`src/rtl/lfpc_pkg.sv`:
```
// Shared types and constants for the line follower PWM controller.
package lfpc_pkg;

  localparam int DataW = 8;
  localparam int CfgIdxW = 3;

  localparam logic ModeTick = 1'b0;
  localparam logic ModeSample = 1'b1;

  localparam logic [1:0] SideNone = 2'd0;
  localparam logic [1:0] SideLeft = 2'd1;
  localparam logic [1:0] SideRight = 2'd2;
  localparam logic [1:0] SideBoth = 2'd3;

  typedef enum logic [CfgIdxW-1:0] {
    CfgThreshold     = 3'd0,
    CfgControlPeriod = 3'd1,
    CfgAdcPeriod     = 3'd2,
    CfgPwmPeriod     = 3'd3,
    CfgStraightDuty  = 3'd4,
    CfgFastDuty      = 3'd5,
    CfgSlowDuty      = 3'd6
  } lfpc_cfg_idx_t;

  typedef struct packed {
    logic             mode;
    logic [DataW-1:0] left_sample;
    logic [DataW-1:0] right_sample;
  } lfpc_item_t;

  typedef struct packed {
    logic             left_motor_on;
    logic             right_motor_on;
    logic             sample_request;
    logic [1:0]       line_state;
    logic [DataW-1:0] left_average;
    logic [DataW-1:0] right_average;
  } lfpc_result_t;

  typedef struct packed {
    logic [CfgIdxW-1:0] index;
    logic [DataW-1:0]   wdata;
  } lfpc_cfg_req_t;

  typedef struct packed {
    logic [DataW-1:0] threshold;
    logic [DataW-1:0] control_period;
    logic [DataW-1:0] adc_period;
    logic [DataW-1:0] pwm_period;
    logic [DataW-1:0] straight_duty;
    logic [DataW-1:0] fast_duty;
    logic [DataW-1:0] slow_duty;
  } lfpc_cfg_t;

  localparam lfpc_cfg_t CfgReset = '{
    threshold:      8'd150,
    control_period: 8'd10,
    adc_period:     8'd2,
    pwm_period:     8'd255,
    straight_duty:  8'd255,
    fast_duty:      8'd200,
    slow_duty:      8'd50
  };

  localparam logic [1:0] SideReset = SideBoth;

endpackage

```
`src/rtl/lfpc_chan_if.sv`:
```
// Valid/ready channel carrying one request of payload type T.
interface lfpc_chan_if #(parameter type T = logic);
  logic valid;
  logic ready;
  T     data;

  modport source(output valid, output data, input ready);
  modport sink(input valid, input data, output ready);
endinterface

```
`src/rtl/lfpc_core.sv`:
```
// Sample rings, averaging, classification, timing counters and PWM compare.
module lfpc_core #(
  parameter int AVG_COUNT = 4
) (
  input  logic                   clk,
  input  logic                   rst,
  input  lfpc_pkg::lfpc_cfg_t    cfg_regs,
  input  logic                   take,
  input  lfpc_pkg::lfpc_item_t   item,
  output lfpc_pkg::lfpc_result_t result
);

  localparam int LogN = $clog2(AVG_COUNT);
  localparam int PtrW = (AVG_COUNT > 1) ? LogN : 1;
  localparam int SumW = lfpc_pkg::DataW + LogN;
  localparam int Shift = SumW + LogN;
  localparam int RecipW = Shift + 1;
  localparam int ProdW = SumW + RecipW;
  localparam logic [RecipW-1:0] Recip =
    RecipW'(((64'd1 << Shift) + 64'(AVG_COUNT) - 64'd1) / 64'(AVG_COUNT));
  localparam logic [PtrW-1:0] PtrLast = PtrW'(AVG_COUNT - 1);

  logic [lfpc_pkg::DataW-1:0] left_ring [AVG_COUNT];
  logic [lfpc_pkg::DataW-1:0] right_ring [AVG_COUNT];
  logic [PtrW-1:0]            ring_pointer;
  logic [lfpc_pkg::DataW-1:0] adc_tick_count;
  logic [lfpc_pkg::DataW-1:0] control_tick_count;
  logic [lfpc_pkg::DataW-1:0] pwm_counter;
  logic [1:0]                 side_black;
  logic [1:0]                 motor_bits;
  logic [lfpc_pkg::DataW-1:0] left_average;
  logic [lfpc_pkg::DataW-1:0] right_average;

  logic [PtrW-1:0]            ring_pointer_next;
  logic [SumW-1:0]            left_sum, right_sum;
  logic [ProdW-1:0]           left_prod, right_prod;
  logic [lfpc_pkg::DataW-1:0] left_avg_now, right_avg_now;
  logic [lfpc_pkg::DataW-1:0] adc_inc, ctl_inc, pwm_inc;
  logic                       adc_fire, ctl_fire, tie;
  logic [1:0]                 side_black_next;
  logic [lfpc_pkg::DataW-1:0] left_average_next, right_average_next;
  logic [lfpc_pkg::DataW-1:0] duty_left, duty_right;
  logic [1:0]                 motor_bits_next;
  logic [lfpc_pkg::DataW-1:0] adc_tick_count_next, control_tick_count_next, pwm_counter_next;
  logic                       is_tick;

  always_comb begin
    left_sum = '0;
    right_sum = '0;
    for (int i = 0; i < AVG_COUNT; i++) begin
      left_sum = left_sum + SumW'(left_ring[i]);
      right_sum = right_sum + SumW'(right_ring[i]);
    end
  end

  assign left_prod = ProdW'(left_sum) * ProdW'(Recip);
  assign right_prod = ProdW'(right_sum) * ProdW'(Recip);
  assign left_avg_now = left_prod[Shift +: lfpc_pkg::DataW];
  assign right_avg_now = right_prod[Shift +: lfpc_pkg::DataW];

  assign ring_pointer_next = (ring_pointer == PtrLast) ? '0 : ring_pointer + PtrW'(1);
  assign is_tick = (item.mode == lfpc_pkg::ModeTick);

  assign adc_inc = adc_tick_count + 8'd1;
  assign adc_fire = (adc_inc >= cfg_regs.adc_period);
  assign adc_tick_count_next = adc_fire ? '0 : adc_inc;

  assign ctl_inc = control_tick_count + 8'd1;
  assign ctl_fire = (ctl_inc >= cfg_regs.control_period);
  assign control_tick_count_next = ctl_fire ? '0 : ctl_inc;

  assign tie = (left_avg_now == cfg_regs.threshold) || (right_avg_now == cfg_regs.threshold);
  assign side_black_next = (ctl_fire && !tie) ?
    {right_avg_now > cfg_regs.threshold, left_avg_now > cfg_regs.threshold} : side_black;
  assign left_average_next = ctl_fire ? left_avg_now : left_average;
  assign right_average_next = ctl_fire ? right_avg_now : right_average;

  always_comb begin
    unique case (side_black_next)
      lfpc_pkg::SideNone: begin
        duty_left = cfg_regs.straight_duty;
        duty_right = cfg_regs.straight_duty;
      end
      lfpc_pkg::SideLeft: begin
        duty_left = cfg_regs.fast_duty;
        duty_right = cfg_regs.slow_duty;
      end
      lfpc_pkg::SideRight: begin
        duty_left = cfg_regs.slow_duty;
        duty_right = cfg_regs.fast_duty;
      end
      lfpc_pkg::SideBoth: begin
        duty_left = '0;
        duty_right = '0;
      end
      default: begin
        duty_left = '0;
        duty_right = '0;
      end
    endcase
  end

  assign motor_bits_next = {pwm_counter < duty_right, pwm_counter < duty_left};
  assign pwm_inc = pwm_counter + 8'd1;
  assign pwm_counter_next = (pwm_inc >= cfg_regs.pwm_period) ? '0 : pwm_inc;

  always_comb begin
    if (is_tick) begin
      result.left_motor_on = motor_bits_next[0];
      result.right_motor_on = motor_bits_next[1];
      result.sample_request = adc_fire;
      result.line_state = side_black_next;
      result.left_average = left_average_next;
      result.right_average = right_average_next;
    end else begin
      result.left_motor_on = motor_bits[0];
      result.right_motor_on = motor_bits[1];
      result.sample_request = 1'b0;
      result.line_state = side_black;
      result.left_average = left_average;
      result.right_average = right_average;
    end
  end

  always_ff @(posedge clk) begin
    if (rst) begin
      for (int i = 0; i < AVG_COUNT; i++) begin
        left_ring[i] <= '0;
        right_ring[i] <= '0;
      end
      ring_pointer <= '0;
      adc_tick_count <= '0;
      control_tick_count <= '0;
      pwm_counter <= '0;
      side_black <= lfpc_pkg::SideReset;
      motor_bits <= '0;
      left_average <= '0;
      right_average <= '0;
    end else if (take) begin
      if (is_tick) begin
        adc_tick_count <= adc_tick_count_next;
        control_tick_count <= control_tick_count_next;
        pwm_counter <= pwm_counter_next;
        side_black <= side_black_next;
        motor_bits <= motor_bits_next;
        left_average <= left_average_next;
        right_average <= right_average_next;
      end else begin
        ring_pointer <= ring_pointer_next;
        left_ring[ring_pointer_next] <= item.left_sample;
        right_ring[ring_pointer_next] <= item.right_sample;
      end
    end
  end

endmodule

```
`src/rtl/lfpc_out_buf.sv`:
```
// Two-entry result buffer between the core and the result channel.
module lfpc_out_buf (
  input  logic                   clk,
  input  logic                   rst,
  input  logic                   push,
  input  lfpc_pkg::lfpc_result_t push_data,
  output logic                   full,
  lfpc_chan_if.source            result
);

  lfpc_pkg::lfpc_result_t entry [2];
  logic [1:0]             count;
  logic                   wr_ptr;
  logic                   rd_ptr;
  logic                   pop;

  assign pop = result.valid && result.ready;
  assign full = (count == 2'd2);
  assign result.valid = (count != 2'd0);
  assign result.data = entry[rd_ptr];

  always_ff @(posedge clk) begin
    if (push) begin
      entry[wr_ptr] <= push_data;
    end
  end

  always_ff @(posedge clk) begin
    if (rst) begin
      count <= '0;
      wr_ptr <= 1'b0;
      rd_ptr <= 1'b0;
    end else begin
      if (push) begin
        wr_ptr <= ~wr_ptr;
      end
      if (pop) begin
        rd_ptr <= ~rd_ptr;
      end
      count <= count + {1'b0, push} - {1'b0, pop};
    end
  end

endmodule

```
`src/rtl/line_follower_pwm_controller.sv`:
```
// Line follower PWM controller: top level with configuration registers.
// A result is registered in the result buffer when its request is accepted.
// One request per cycle unless the buffer is full; the core updates at accept.
// A two-entry result buffer lets a new request in while one result waits.
// Reset (rst, synchronous) restores all defaults and empties the result buffer.
module line_follower_pwm_controller #(
  parameter int AVG_COUNT = 4
) (
  input logic       clk,
  input logic       rst,
  lfpc_chan_if.sink cfg,
  lfpc_chan_if.sink item,
  lfpc_chan_if.source result
);

  lfpc_pkg::lfpc_cfg_t    cfg_regs;
  lfpc_pkg::lfpc_result_t core_result;
  logic                   take;
  logic                   full;

  assign cfg.ready = 1'b1;
  assign item.ready = !full;
  assign take = item.valid && item.ready;

  always_ff @(posedge clk) begin
    if (rst) begin
      cfg_regs <= lfpc_pkg::CfgReset;
    end else if (cfg.valid) begin
      unique case (lfpc_pkg::lfpc_cfg_idx_t'(cfg.data.index))
        lfpc_pkg::CfgThreshold:     cfg_regs.threshold <= cfg.data.wdata;
        lfpc_pkg::CfgControlPeriod: cfg_regs.control_period <= cfg.data.wdata;
        lfpc_pkg::CfgAdcPeriod:     cfg_regs.adc_period <= cfg.data.wdata;
        lfpc_pkg::CfgPwmPeriod:     cfg_regs.pwm_period <= cfg.data.wdata;
        lfpc_pkg::CfgStraightDuty:  cfg_regs.straight_duty <= cfg.data.wdata;
        lfpc_pkg::CfgFastDuty:      cfg_regs.fast_duty <= cfg.data.wdata;
        lfpc_pkg::CfgSlowDuty:      cfg_regs.slow_duty <= cfg.data.wdata;
        default: ;
      endcase
    end
  end

  lfpc_core #(
    .AVG_COUNT(AVG_COUNT)
  ) u_core (
    .clk      (clk),
    .rst      (rst),
    .cfg_regs (cfg_regs),
    .take     (take),
    .item     (item.data),
    .result   (core_result)
  );

  lfpc_out_buf u_out_buf (
    .clk       (clk),
    .rst       (rst),
    .push      (take),
    .push_data (core_result),
    .full      (full),
    .result    (result)
  );

endmodule

```
`src/flat_wrapper.sv`:
```
// flat-port wrapper written by rule: the top's interface ports become plain ports
module line_follower_pwm_controller_flat 
#(
  parameter int AVG_COUNT = 4
)
  (clk, rst, cfg_valid, cfg_data, cfg_ready, item_valid, item_data, item_ready, result_valid, result_data, result_ready);
  lfpc_chan_if #(.T(lfpc_pkg::lfpc_cfg_req_t)) cfg_i ();
  lfpc_chan_if #(.T(lfpc_pkg::lfpc_item_t)) item_i ();
  lfpc_chan_if #(.T(lfpc_pkg::lfpc_result_t)) result_i ();
  input logic clk;
  input logic rst;
  input wire logic [$bits(cfg_i.valid)-1:0] cfg_valid;
  input wire logic [$bits(cfg_i.data)-1:0] cfg_data;
  output wire logic [$bits(cfg_i.ready)-1:0] cfg_ready;
  input wire logic [$bits(item_i.valid)-1:0] item_valid;
  input wire logic [$bits(item_i.data)-1:0] item_data;
  output wire logic [$bits(item_i.ready)-1:0] item_ready;
  output wire logic [$bits(result_i.valid)-1:0] result_valid;
  output wire logic [$bits(result_i.data)-1:0] result_data;
  input wire logic [$bits(result_i.ready)-1:0] result_ready;
  assign cfg_i.valid = cfg_valid;
  assign cfg_i.data = cfg_data;
  assign cfg_ready = cfg_i.ready;
  assign item_i.valid = item_valid;
  assign item_i.data = item_data;
  assign item_ready = item_i.ready;
  assign result_valid = result_i.valid;
  assign result_data = result_i.data;
  assign result_i.ready = result_ready;
  line_follower_pwm_controller #(.AVG_COUNT(AVG_COUNT)) u_core (.clk(clk), .rst(rst), .cfg(cfg_i), .item(item_i), .result(result_i));
endmodule
```
`config.mk`:
```
export PLATFORM = sky130hd
export DESIGN_NAME = line_follower_pwm_controller_flat
export DESIGN_NICKNAME = d
export VERILOG_FILES = /design/src/rtl/lfpc_pkg.sv /design/src/rtl/lfpc_chan_if.sv /design/src/rtl/lfpc_core.sv /design/src/rtl/lfpc_out_buf.sv /design/src/rtl/line_follower_pwm_controller.sv /design/src/flat_wrapper.sv
export SDC_FILE = /design/constraint.sdc
export NUM_CORES = 1
export LEC_CHECK = 0
export BUFFER_PORTS_ARGS = -buffer_cell sky130_fd_sc_hd__buf_2
export CORE_AREA = 2 2 167 291
export DETAILED_ROUTE_END_ITERATION = 12
export DIE_AREA = 0 0 169 293
export PLACE_DENSITY = 0.45
export SYNTH_ARGS = -nofsm -noshare
export SYNTH_HDL_FRONTEND = slang
export SYNTH_SLANG_ARGS = --single-unit
```
`constraint.sdc`:
```
create_clock -name clk -period 14.4 [get_ports clk]
set_input_delay 2.88 -clock clk [delete_from_list [all_inputs] [get_ports clk]]
set_output_delay 2.88 -clock clk [all_outputs]
set_load 0.02 [all_outputs]
```
* Yosys cells after proc, flatten, opt, wreduce, memory -nomap -nowiden
Memory sizes are Yosys's and may differ from the RTL's. A register that Yosys moved wholly into a read port is not among the register bits.
Cells that the tools add are included.
** Storage, ports and cells
- Memories :: 3
- Memory bits (writable) :: 106
- Output and inout bits :: 24
- Word-level logic and storage cells :: 102
- Register bits after elaboration :: 106
- Input port bits :: 33
** Operators by class
- $lt $le $gt $ge :: 7
- $add $sub $neg :: 12
- Reductions and logical operators :: 20
- Equal/unequal tests :: 13
- Mux-type cells :: 26
- Bitwise operators :: 3
** Memories
- u_core.u_out_buf.entry :: words 2, bits a word 21, rd ports 1, clocked after Yosys merged registers in 1, write ports 1, RTL line lfpc_out_buf.sv:11 : lfpc_pkg::lfpc_result_t entry [2];
- u_core.u_core.left_ring :: words 4, bits a word 8, rd ports 4, clocked after Yosys merged registers in 0, write ports 4, RTL line lfpc_core.sv:23 : logic [lfpc_pkg::DataW-1:0] left_ring [AVG_COUNT];
- u_core.u_core.right_ring :: words 4, bits a word 8, rd ports 4, clocked after Yosys merged registers in 0, write ports 4, RTL line lfpc_core.sv:24 : logic [lfpc_pkg::DataW-1:0] right_ring [AVG_COUNT];
** Operator list (number)
- $pmux 8 s4 :: 2
- $mux 8 :: 7
- $add 8x1->8 const B :: 3
- $ge 8x8->1 :: 3
- $mux 21 :: 1
- $add 10x8->10 :: 2
- $add 9x8->10 :: 2
- $add 8x8->9 :: 2
- $reduce_and 2->1 :: 9
- $eq 8x8->1 :: 2
- $gt 8x8->1 :: 2
- $lt 8x8->1 :: 2
- $reduce_or 8->1 :: 2
- $mux 1 :: 12
- $eq 3x3->1 const B :: 3
- $eq 2x2->1 const B :: 4
- $mux 2 :: 4
- $eq 3x2->1 const B :: 2
- $eq 3x1->1 const B :: 1
- $logic_and 1x1->1 :: 3
- $logic_not 3->1 :: 1
- $not 1->1 :: 3
- $add 2x1->2 :: 1
- $add 2x1->2 const B :: 1
- other kinds (6) :: 7

* Longest topological paths before layout
Gate-level depths: netlist (run 1).
An unclocked memory read counts as a cell.
- Word-level depth :: 13
- Mapped depth :: 30
- Mapped depth without buffers :: 28

* Modules after synthesis
Synthesis (run 1) repeated with hierarchy kept, for this count alone.
** Unflattened totals
- Cell total of the unflattened synthesis :: 1129
- Area total of the unflattened synthesis :: 11878.9 um2
** Modules (own cells, without submodules)
- lfpc_core :: sequential area each 2842.7 um2, instances 1, area an instance 7898.8 um2, cells an instance 829
- line_follower_pwm_controller :: sequential area each 1121.1 um2, instances 1, area an instance 2224.6 um2, cells an instance 212
- lfpc_out_buf :: sequential area each 1361.3 um2, instances 1, area an instance 1755.4 um2, cells an instance 88

* Worst setup path after synthesis (run 1)
Ideal clock, no wire load.
- Path kind :: flip-flop to flip-flop
- Start :: mem u_core.u_core.right_ring[2][3] (netlist bit)
- End :: mem u_core.u_out_buf.entry[0][19] (netlist bit), data pin
- Clock period less this slack :: 5.592 ns
- Arrival time :: 5.435 ns
- Required time :: 14.243 ns
- Slack :: 8.808 ns
- Cell stages (with the launch flop) :: 30
- Cells stage by stage :: edfxtp_1 -> inv_1 -> fa_1 -> fa_1 -> inv_1 -> ha_1 -> nor2b_1 -> o21ai_0 -> a21boi_0 -> o21ai_0 -> a21oi_1 -> a211oi_1 -> inv_1 -> ha_1 -> nand4_1 -> o22a_1 -> and2_4 -> a21oi_1 -> buf_4 -> buf_6 -> mux2i_1 -> a2bb2oi_1 -> ha_1 -> a21oi_1 -> nor2b_1 -> o21ai_0 -> o21ai_0 -> nor2_1 -> mux2i_1 -> a21oi_1
** RTL lines (RTL line)
- start: declaration :: lfpc_core.sv:24
- end: declaration :: lfpc_out_buf.sv:11

==> results.json, run 1 <==
{
  "status": "complete, no violations",
  "drt_wl_total_um": 30100,
  "slew_violations": 0,
  "post-synth-top-count-cell": "nand2_1",
  "start_util_pct": 24.8,
  "min-delay-path-class": "reg2reg",
  "seqPwrFrac_pct": 39.1,
  "path_clk_slew_ns": 0.06,
  "drv_cap": 0,
  "dpl.hpwl_um": 22300,
  "period_share_pct": 47.2,
  "grt_pass1_wl_um": 47200,
  "whs_endpoint": "u_core.u_core.right_average[1]$_SDFFE_PP0P_",
  "post_cts_resized": 0,
  "synthAdderAreaFrac_pct": 13.4,
  "p_leak_nw": 5.51,
  "wire_per_inst_um": 16.6,
  "rrSetupSlack_ns": 7.60,
  "p_total_mw": 1.86,
  "drt-initial-drc-count": 345,
  "synth_largest_area_cell": "edfxtp_1",
  "crit_required_ns": 14.75,
  "final_cell_count_no_fill": 1813,
  "clockBufferDepth": 3,
  "numPortBuffers": 55,
  "drive_gt1_share_pct": 13.1,
  "hp-start": "u_core.u_core.right_average[1]$_SDFFE_PP0P_",
  "vias": 8091,
  "start_kind": "flop",
  "clockRootBuffer": "clkbuf_16",
  "ys.flop_type": "dfxtp_1",
  "die_w_um": 169,
  "p_clk_share_pct": 33.1,
  "cts_tree": "built",
  "slew_headroom_pct": 21.2,
  "synth_common_cells": "nand2_1 (138), inv_1 (124), dfxtp_1 (107)",
  "worst-path-max-fanout": 19,
  "cts_buffers": 24,
  "period_minus_slack_ns": 6.80,
  "ys_ff_latch": 213,
  "synth_area_um2": 11700,
  "irDropWorstVdd_mv": 0.0624,
  "yosysUniqueCellTypes": 59,
  "grt_usage_pct": 12.4,
  "nNetsFinal": 1346,
  "cts_sinks": 213,
  "yosys_warnings": 0,
  "p_sw_share_pct": 32.5,
  "synth_compound_area_share_pct": 10.8,
  "ant_nets": 0,
  "io_pins": 57,
  "hold_violations": 0,
  "syn_area_per_cell_um2": 10.1,
  "synth_xor_area_share_pct": 2.41,
  "finalClockSkew_ns": 0.0123,
  "final_util_pct": 28.5,
  "synth_top_family_by_area": "simple AND/OR/NAND/NOR gates",
  "antenna_cells": 0,
  "fillCellCount": 4953,
  "async_flop_share_pct": 0,
  "areaGrowthSynthToFinish_pct": 15.1,
  "ys_seq_area_share_pct": 45.7,
  "synth_top_area_share_pct": 27.3,
  "h-tree-depth": 1,
  "syn_nets": 1292,
  "worst_slack_ns": 7.60,
  "endpoint_kind": "flop",
  "pwr-share-comb_pct": 27.8,
  "routed_via_density": 4.46,
  "max_freq_mhz": 147,
  "synth_simple_gate_area_share_pct": 16.7,
  "synth_area_leaders": "edfxtp_1 (27%), dfxtp_1 (18%), ha_1 (7.9%)",
  "rsz0062_at_grt": "false",
  "p_switching_mw": 0.603,
  "min_path_cells": 2,
  "remaining_drc_errors": 0,
  "power_density_nw_per_um2": 138,
  "grt_overflow": 0,
  "die-height_um": 293,
  "timing.rr.start": "u_core.u_core.right_ring[2][3]$_SDFFCE_PN0P_",
  "cts-hold-fix-buffers": 0,
  "postCtsSetupRepairBufs": 0,
  "place_congestion": 0.787,
  "grt_max_degree": 65,
  "worstReg2RegEnd": "u_core.u_out_buf.entry[1][19]$_DFFE_PP_",
  "power.internal_mw": 1.25,
  "die_area_um2": 49500,
  "first_global_vias": 8545,
  "worstSkewPairLatency_ns": 0.53,
  "tns_ns": 0,
  "crit_type": "reg2reg",
  "row_count": 105,
  "tightest_slew_ns": 1.18,
  "coreArea_um2": 47000,
  "dp_worst_setup_slack_ns": 7.60,
  "synth_mux_area_share_pct": 5.51,
  "drt_first_pass_iters": 4,
  "dp.cells": 1769,
  "synth_edf_count": 106,
  "finalSetupViolCount": 0,
  "r2r_cells": 27,
  "antenna_found_initial": 2,
  "worst_ep_arrival_time_ns": 7.15,
  "synthCells": 1153
}
[worst max-delay path by stage]
stage / start / endpoint / slack [ns] / depth (start not counted)
global placement: u_core.u_core.right_ring[2][3]$_SDFFCE_PN0P_ / u_core.u_out_buf.entry[0][19]$_DFFE_PP_ / 7.72 / 27
global route: u_core.u_core.right_ring[2][3]$_SDFFCE_PN0P_ / u_core.u_out_buf.entry[1][19]$_DFFE_PP_ / 6.95 / 27
CTS: u_core.u_core.right_ring[2][3]$_SDFFCE_PN0P_ / u_core.u_out_buf.entry[1][19]$_DFFE_PP_ / 7.57 / 27
finish: u_core.u_core.right_ring[2][3]$_SDFFCE_PN0P_ / u_core.u_out_buf.entry[1][19]$_DFFE_PP_ / 7.60 / 27
floorplan: u_core.u_core.right_ring[2][3]$_SDFFCE_PN0P_ / u_core.u_out_buf.entry[0][19]$_DFFE_PP_ / 8.81 / 29
detailed placement: u_core.u_core.right_ring[2][3]$_SDFFCE_PN0P_ / u_core.u_out_buf.entry[1][19]$_DFFE_PP_ / 7.60 / 27
[power by group through the flow]
stage / Sequential [mW] / Clock [mW] / Combinational, mW
6_report: 0.727 / 0.615 / 0.515
3_3_place_gp: 0.740 / 0 / 0.520
5_1_grt: 0.734 / 0.657 / 0.584
2_1_floorplan: 0.723 / 0 / 0.378
4_1_cts: 0.728 / 0.637 / 0.531
3_5_place_dp: 0.741 / 0 / 0.528
[through the flow]
step	cell area, um^2	hold WS (ns)
final	13400	0.453
after global routing	13400	0.473
after CTS	13400	0.454
after detailed placement	12600	0.445
after global placement	12600	0.441
after floorplan	11700	0.434
[registers in the layout (all words and copies together) (netlist names), named ones only]
register / count
u_core.cfg_regs: 56
u_core.u_core.adc_tick_count: 8
u_core.u_core.control_tick_count: 8
u_core.u_core.left_average: 8
u_core.u_core.left_ring: 32
u_core.u_core.motor_bits: 2
u_core.u_core.pwm_counter: 8
u_core.u_core.right_average: 8
u_core.u_core.right_ring: 32
u_core.u_core.ring_pointer: 2
u_core.u_core.side_black: 2
u_core.u_out_buf.count: 2
u_core.u_out_buf.entry: 42
u_core.u_out_buf.rd_ptr: 1
u_core.u_out_buf.wr_ptr: 1
[cells in the final DEF, fill, tap and decap left out, types with 18 or more instances in the layout]
cell type	Yosys	routed
nand2_1	138	138
inv_1	124	124
dfxtp_1	107	107
edfxtp_1	106	106
a21oi_1	86	85
ha_1	74	74
and2_1	66	66
nor2_1	66	64
buf_2	4	54
mux2_2	37	37
fa_1	32	32
nand3_1	27	27
clkbuf_16	0	25
xnor2_1	23	23
mux2i_1	21	21
nand3b_1	19	19
nor2b_1	19	19
a211o_1	18	18
[area by class of cell]
type	count	area [um^2]	share of cell area [%]
clock buffer	32	684	5.10
clock inverter	12	98.8	0.737
inverter	125	469	3.50
multi-input combinational	778	5740	42.8
sequential	213	5330	39.7
tap	588	736	5.49
timing repair buffer	65	353	2.63
[worst max-delay path, stage by stage, from the launching register on]
cell and delay, ns:
edfxtp_1 0.36, inv_1 0.08, fa_1 0.43, fa_1 0.51, inv_1 0.04, ha_1 0.33, nor2b_1 0.15, o21ai_0 0.18
a21boi_0 0.14, o21ai_0 0.31, a21oi_1 0.11, a211oi_1 0.39, inv_1 0.10, ha_1 0.30, nand4_1 0.11, o22a_1 0.28
and2_4 0.20, a21oi_2 0.91, and2_4 0.39, a2bb2oi_1 0.10, ha_1 0.29, a21oi_1 0.13, nor2b_1 0.06, o21ai_0 0.13
o21ai_0 0.10, nor2_1 0.17, mux2i_1 0.10, a21oi_1 0.20
[metal layers]
| metal | GRT usage (%) | wire length [um] | part of all wire (%) |
|---|---|---|---|
| met5 | 0 | 12 | 0.040 |
| met4 | 5.27 | 1180 | 3.9 |
| met3 | 1.47 | 947 | 3.1 |
| met2 | 25.1 | 17000 | 56 |
| met1 | 12.3 | 11000 | 36 |
[kinds of logic (layout without fill, tap and decap cells)]
family / after synthesis / count (layout)
DFF: 213 / 213
other: 1 / 1
buffers and inverters: 162 / 234
muxes: 59 / 59
adders and majority gates: 106 / 106
and+or+nand+nor: 390 / 390
xor gates and xnor gates: 32 / 32
AOI/OAI and AO/OA: 190 / 190
(Power assumes the default switching activity.)
==> run 2, diff against run 1 <==
==> constraint.sdc (replaced) <==
create_clock -name clk -period 6.4 [get_ports clk]
set_input_delay 1.28 -clock clk [delete_from_list [all_inputs] [get_ports clk]]
set_output_delay 1.28 -clock clk [all_outputs]
set_load 0.02 [all_outputs]
==> run 2 against run 1 <==
Sequential share of layout area shrank 0.15 points. Sequential cell count is the same. Clock power grew 130%. Die area is the same. Non-clock buffer count grew 2. Count of clock-buffer cells in the layout shrank 4. Power grew 130%. Critical path depth shrank 1. Critical path type unchanged. Critical endpoint is now u_core.u_out_buf.entry[1][20]$_DFFE_PP_. Largest cell class unchanged. Largest power group unchanged. Highest routed layer unchanged.
==> results.json, run 2 (same netlist as run 1, synthesis figures left out) <==
{
  "final_util_pct": 28.6,
  "first_global_vias": 8335,
  "cts_buffers": 23,
  "drt_wl_total_um": 30300,
  "areaGrowthSynthToFinish_pct": 15.5,
  "tightest_slew_ns": 1.17,
  "worstReg2RegEnd": "u_core.u_out_buf.entry[1][20]$_DFFE_PP_",
  "h-tree-depth": 1,
  "grt_max_degree": 58,
  "period_minus_slack_ns": 5.90,
  "grt_pass1_wl_um": 47100,
  "start_util_pct": 24.8,
  "grt_usage_pct": 12.4,
  "worst_slack_ns": 0.497,
  "die_area_um2": 49500,
  "hold_violations": 0,
  "clockRootBuffer": "clkbuf_16",
  "layout_commonest_cell": "nand2_1",
  "endpoint_kind": "flop",
  "die-height_um": 293,
  "numPortBuffers": 55,
  "clockBufferDepth": 3,
  "postPlaceCellArea_um2": 12600,
  "worstSkewPairLatency_ns": 0.55,
  "min-delay-path-class": "reg2reg",
  "period_share_pct": 92.2,
  "cts-hold-fix-buffers": 0,
  "drv_cap": 0,
  "wire_per_inst_um": 16.7,
  "status": "complete, no violations",
  "io_pins": 57,
  "antenna_cells": 0,
  "timing.rr.start": "u_core.u_core.left_ring[3][1]$_DFFE_PP_",
  "coreArea_um2": 47000,
  "min_path_cells": 2,
  "nNetsFinal": 1347,
  "worst-path-max-fanout": 19,
  "crit_required_ns": 6.79,
  "cp_num_buf_inv": 2,
  "critPathTopFamily": "adder cells",
  "die_w_um": 169,
  "tns_ns": 0,
  "critical_path.max_stage_delay_ns": 0.52,
  "drt_first_pass_iters": 4,
  "crit_type": "reg2reg",
  "power_density_nw_per_um2": 315,
  "slew_violations": 0,
  "cts_sinks": 213,
  "irDropWorstVdd_mv": 0.162,
  "rsz0062_at_grt": "false",
  "hp-start": "u_core.u_core.left_average[0]$_SDFFE_PP0P_",
  "largest-register": "u_core.cfg_regs",
  "rrSetupSlack_ns": 0.50,
  "dp_worst_setup_slack_ns": 0.221,
  "r2r_cells": 26,
  "top_regs": "u_core.cfg_regs: 56 flops, u_core.u_out_buf.entry: 42 flops",
  "row_count": 105,
  "slowest_stage": "fa_1",
  "grt_overflow": 0,
  "whs_endpoint": "u_core.u_core.left_average[0]$_SDFFE_PP0P_",
  "dpl.hpwl_um": 22400,
  "fin_area_um2": 13500,
  "worst_ep_arrival_time_ns": 6.29,
  "start_kind": "flop",
  "drt-initial-drc-count": 410,
  "p_leak_nw": 5.53,
  "place_congestion": 0.787,
  "finalClockSkew_ns": 0.0301,
  "cp.depth": 26,
  "slew_headroom_pct": 22.0,
  "max_freq_mhz": 169,
  "vias": 8101,
  "remaining_drc_errors": 0,
  "path_clk_slew_ns": 0.07,
  "drive_gt1_share_pct": 13.2,
  "ant_nets": 0,
  "final_cell_mix": "nand2_1 (138), inv_1 (124), dfxtp_1 (107)",
  "finalSetupViolCount": 0,
  "whs_ns": 0.453,
  "antenna_found_initial": 3,
  "routed_via_density": 4.47,
  "cts_tree": "built",
  "largest_reg_flops": 56
}
## run 2: worst reg2reg max path, stage by stage, from the launching register on
cell and delay [ns]:
edfxtp_1 0.33, inv_1 0.05, fa_1 0.52, inv_1 0.05, fa_1 0.43, and3b_1 0.21
fa_1 0.40, a21o_1 0.19, a21oi_1 0.22, o21bai_1 0.12, a21oi_2 0.18, xnor2_1 0.13
ha_1 0.34, nand4_1 0.17, o22a_2 0.33, and2_4 0.19, mux2_4 0.39, and2_4 0.23
a2bb2oi_1 0.17, ha_1 0.26, a21oi_1 0.13, nor2b_1 0.06, o21ai_0 0.12, o21ai_0 0.10
nor2_1 0.18, mux2i_1 0.11, a21oi_1 0.17
## run 2: metrics by stage
step	cells	power [mW]
global route	1812	4.49
global placement	1770	2.83
detailed placement	1770	2.86
finish	1812	4.24
CTS	1811	4.31
floorplan	1153	2.48
## run 2: power breakdown
group	switching [mW]	total [mW]	internal, mW
sequential	0.0747	1.63	1.56
combinational	0.702	1.18	0.476
clock	0.590	1.43	0.838
total	1.37	4.24	2.87
## run 2: cell type report
cell class | instances | area [um^2]
fillers | 4949 | 33600
multi-input cells | 778 | 5760
flip-flops and latches | 213 | 5330
well taps | 588 | 736
clock buffers | 28 | 637
inverters | 125 | 469
repair buffers | 67 | 375
clock inverters | 13 | 160
## run 2: routing by layer
| layer | track usage [%] | part of all wire [%] | vias up |
|---|---|---|---|
| met5 | 0 | 0.086 | - |
| li1 | - | - | 4066 |
| met3 | 1.51 | 2.5 | 48 |
| met4 | 4.50 | 3.0 | 4 |
| met2 | 25.6 | 57 | 101 |
| met1 | 12.4 | 37 | 3882 |
## run 2: what timing repair did
action                                  in CTS  in global routing
setup buffers                                0                  1
endpoints found under the setup margin       0                  6
gates resized for setup                      0                 10
## run 2: worst max-delay path by stage
stage,from,endpoint,slack [ns]
5_1_grt,u_core.u_core.right_ring[2][3]$_SDFFCE_PN0P_,u_core.u_out_buf.entry[0][19]$_DFFE_PP_,0.04
3_3_place_gp,u_core.u_core.right_ring[2][3]$_SDFFCE_PN0P_,u_core.u_out_buf.entry[0][19]$_DFFE_PP_,0.30
2_1_floorplan,u_core.u_core.right_ring[2][3]$_SDFFCE_PN0P_,u_core.u_out_buf.entry[0][19]$_DFFE_PP_,0.81
4_1_cts,u_core.u_core.right_ring[2][3]$_SDFFCE_PN0P_,u_core.u_out_buf.entry[0][19]$_DFFE_PP_,0.17
6_report,u_core.u_core.left_ring[3][1]$_DFFE_PP_,u_core.u_out_buf.entry[1][20]$_DFFE_PP_,0.50
3_5_place_dp,u_core.u_core.right_ring[2][3]$_SDFFCE_PN0P_,u_core.u_out_buf.entry[1][19]$_DFFE_PP_,0.22
==> run 3, diff against run 2 <==
--- a/config.mk
+++ b/config.mk
@@ -5,10 +5,11 @@
 export SDC_FILE = /design/constraint.sdc
 export NUM_CORES = 1
 export LEC_CHECK = 0
+export ABC_AREA = 1
 export BUFFER_PORTS_ARGS = -buffer_cell sky130_fd_sc_hd__buf_2
-export CORE_AREA = 2 2 167 291
+export CORE_AREA = 2 2 165 288
 export DETAILED_ROUTE_END_ITERATION = 12
-export DIE_AREA = 0 0 169 293
+export DIE_AREA = 0 0 167 290
 export PLACE_DENSITY = 0.45
 export SYNTH_ARGS = -nofsm -noshare
 export SYNTH_HDL_FRONTEND = slang
==> run 3 against run 2 <==
Global-route usage fell by 0.48 points. Area after synthesis fell by 2.0%. Sequential power barely moved. Highest routed layer unchanged. Setup slack improved by 0.40 ns. Routed wire length fell by 5.8%. Critical path type unchanged. Die area fell by 2.2%.
==> results.json, run 3 <==
{
  "row_count": 104,
  "endpoint_kind": "flop",
  "areaGrowthSynthToFinish_pct": 14.2,
  "synth_largest_area_cell": "edfxtp_1",
  "async_flop_share_pct": 0,
  "synth_top_area_share_pct": 27.9,
  "wire_per_inst_um": 14.9,
  "ys.flop_type": "dfxtp_1",
  "post_cts_resized": 0,
  "grt_max_degree": 81,
  "postCtsSetupRepairBufs": 0,
  "cts_tree": "built",
  "io_pins": 57,
  "cts-hold-fix-buffers": 0,
  "p_leak_nw": 5.87,
  "largest-register": "u_core.cfg_regs",
  "layout_commonest_cell": "inv_1",
  "synth_common_cells": "inv_1 (236), nand2_1 (191), nor2_1 (123)",
  "clockRootBuffer": "clkbuf_16",
  "period_minus_slack_ns": 5.50,
  "worst_ep_arrival_time_ns": 5.87,
  "worstReg2RegEnd": "u_core.u_out_buf.entry[1][19]$_DFFE_PP_",
  "ys_ff_latch": 213,
  "vias": 8269,
  "nNetsFinal": 1460,
  "hold_violations": 0,
  "syn_nets": 1410,
  "first_global_vias": 8381,
  "drt_first_pass_iters": 4,
  "hp-start": "u_core.u_out_buf.rd_ptr$_SDFFE_PP0P_",
  "timing.rr.start": "u_core.u_core.right_ring[2][4]$_SDFFCE_PN0P_",
  "final_util_pct": 28.4,
  "period_share_pct": 86.0,
  "ys_seq_area_share_pct": 46.6,
  "max_freq_mhz": 182,
  "path_clk_slew_ns": 0.07,
  "worst-path-max-fanout": 12,
  "whs_endpoint": "u_core.u_out_buf.rd_ptr$_SDFFE_PP0P_",
  "cts_sinks": 213,
  "crit_type": "reg2reg",
  "p_total_mw": 3.95,
  "rrSetupSlack_ns": 0.90,
  "post-synth-top-count-cell": "inv_1",
  "critical_path.max_stage_delay_ns": 0.51,
  "h-tree-depth": 1,
  "drv_cap": 0,
  "die-height_um": 290,
  "irDropWorstVdd_mv": 0.211,
  "slew_headroom_pct": 28.8,
  "slew_violations": 0,
  "synth_area_leaders": "edfxtp_1 (28%), dfxtp_1 (19%), ha_1 (8.1%)",
  "min_path_cells": 1,
  "largest_reg_flops": 56,
  "rsz0062_at_grt": "false",
  "whs_ns": 0.454,
  "slowest_stage": "fa_1",
  "synth_area_um2": 11400,
  "cts_buffers": 22,
  "ant_nets": 0,
  "yosys_warnings": 0,
  "antenna_cells": 0,
  "place_congestion": 0.840,
  "grt_usage_pct": 11.9,
  "remaining_drc_errors": 0,
  "coreArea_um2": 45900,
  "drive_gt1_share_pct": 11.1,
  "synthCells": 1271,
  "min-delay-path-class": "reg2reg",
  "drt-initial-drc-count": 389,
  "finalClockSkew_ns": 0.0247,
  "tns_ns": 0,
  "dpl.hpwl_um": 20800,
  "antenna_found_initial": 1,
  "top_regs": "u_core.cfg_regs: 56 flops, u_core.u_out_buf.entry: 42 flops",
  "clockBufferDepth": 3,
  "grt_overflow": 0,
  "die_area_um2": 48400,
  "numPortBuffers": 55,
  "die_w_um": 167,
  "synth_edf_count": 106,
  "start_util_pct": 24.9,
  "crit_required_ns": 6.77,
  "finalSetupViolCount": 0,
  "fillCellCount": 4881,
  "final_cell_mix": "inv_1 (236), nand2_1 (191), nor2_1 (120)",
  "drt_wl_total_um": 28500,
  "grt_pass1_wl_um": 46000,
  "yosysUniqueCellTypes": 42,
  "worstSkewPairLatency_ns": 0.53,
  "r2r_cells": 33,
  "start_kind": "flop",
  "syn_area_per_cell_um2": 8.98,
  "routed_via_density": 4.31,
  "status": "complete, no violations",
  "tightest_slew_ns": 1.07,
  "power_density_nw_per_um2": 303
}
[run 3: cell families (layout without fill, tap and decap cells)]
logic type      Yosys count  after routing  share of synthesized area (%)
compound gates          253            253                           12.6
xor+xnor                 31             31                           2.38
fa+ha+maj               106            106                           13.7
buf+inv                 281            347                           9.34
flops                   213            213                           46.6
mux                      21             21                           2.07
other cells               1              1                         0.0328
simple gates            365            365                           13.2
[run 3: worst max-delay path by stage]
stage / slack [ns] / from / end
2_1_floorplan: 1.39 / u_core.u_core.left_ring[3][2]$_DFFE_PP_ / u_core.u_out_buf.entry[0][19]$_DFFE_PP_
3_3_place_gp: 0.97 / u_core.u_core.left_ring[3][3]$_DFFE_PP_ / u_core.u_out_buf.entry[0][20]$_DFFE_PP_
3_5_place_dp: 0.86 / u_core.u_core.left_ring[3][1]$_DFFE_PP_ / u_core.u_out_buf.entry[0][20]$_DFFE_PP_
4_1_cts: 0.86 / u_core.u_core.left_ring[3][1]$_DFFE_PP_ / u_core.u_out_buf.entry[0][20]$_DFFE_PP_
5_1_grt: 0.29 / u_core.u_core.left_ring[3][1]$_DFFE_PP_ / u_core.u_out_buf.entry[1][19]$_DFFE_PP_
6_report: 0.90 / u_core.u_core.right_ring[2][4]$_SDFFCE_PN0P_ / u_core.u_out_buf.entry[1][19]$_DFFE_PP_
[run 3: area by class of cell]
| class | count | area [um^2] | share of cell area [%] |
|---|---|---|---|
| inverters | 243 | 912 | 6.99 |
| repair buffers | 64 | 343 | 2.63 |
| well taps | 583 | 729 | 5.59 |
| multi-input cells | 777 | 5040 | 38.6 |
| flip-flops and latches | 213 | 5330 | 40.8 |
| clock buffers | 30 | 612 | 4.69 |
| clock inverters | 10 | 81.3 | 0.624 |
[run 3: where the power goes]
group	internal, mW	switching [mW]
Sequential	1.56	0.0577
Clock	0.714	0.556
Combinational	0.381	0.672
[run 3: per-layer routing]
layer  vias to the layer above  global-route usage [%]  routed length [um]
li1                       4236                       -                   -
met2                       131                    22.9               15400
met1                      3854                    13.2               11300
met3                        46                    1.65                 976
met4                         2                    4.44                 856
met5                         -                       0                   7
[run 3: per-stage QoR]
stage | worst slack [ns] | area (um^2) | instances
floorplan | 1.39 | 11400 | 1271
global placement | 0.971 | 12300 | 1880
detailed placement | 0.864 | 12300 | 1880
CTS | 0.861 | 13000 | 1920
global route | 0.285 | 13000 | 1920
finish | 0.896 | 13000 | 1920
[run 3: critical path: cells and delay by family (launching register included)]
family,cells,cell delay (ns)
compound gates,10,1.43
flops,1,0.36
fa+ha+maj,5,1.87
buf+inv,7,0.53
simple gates,11,1.13
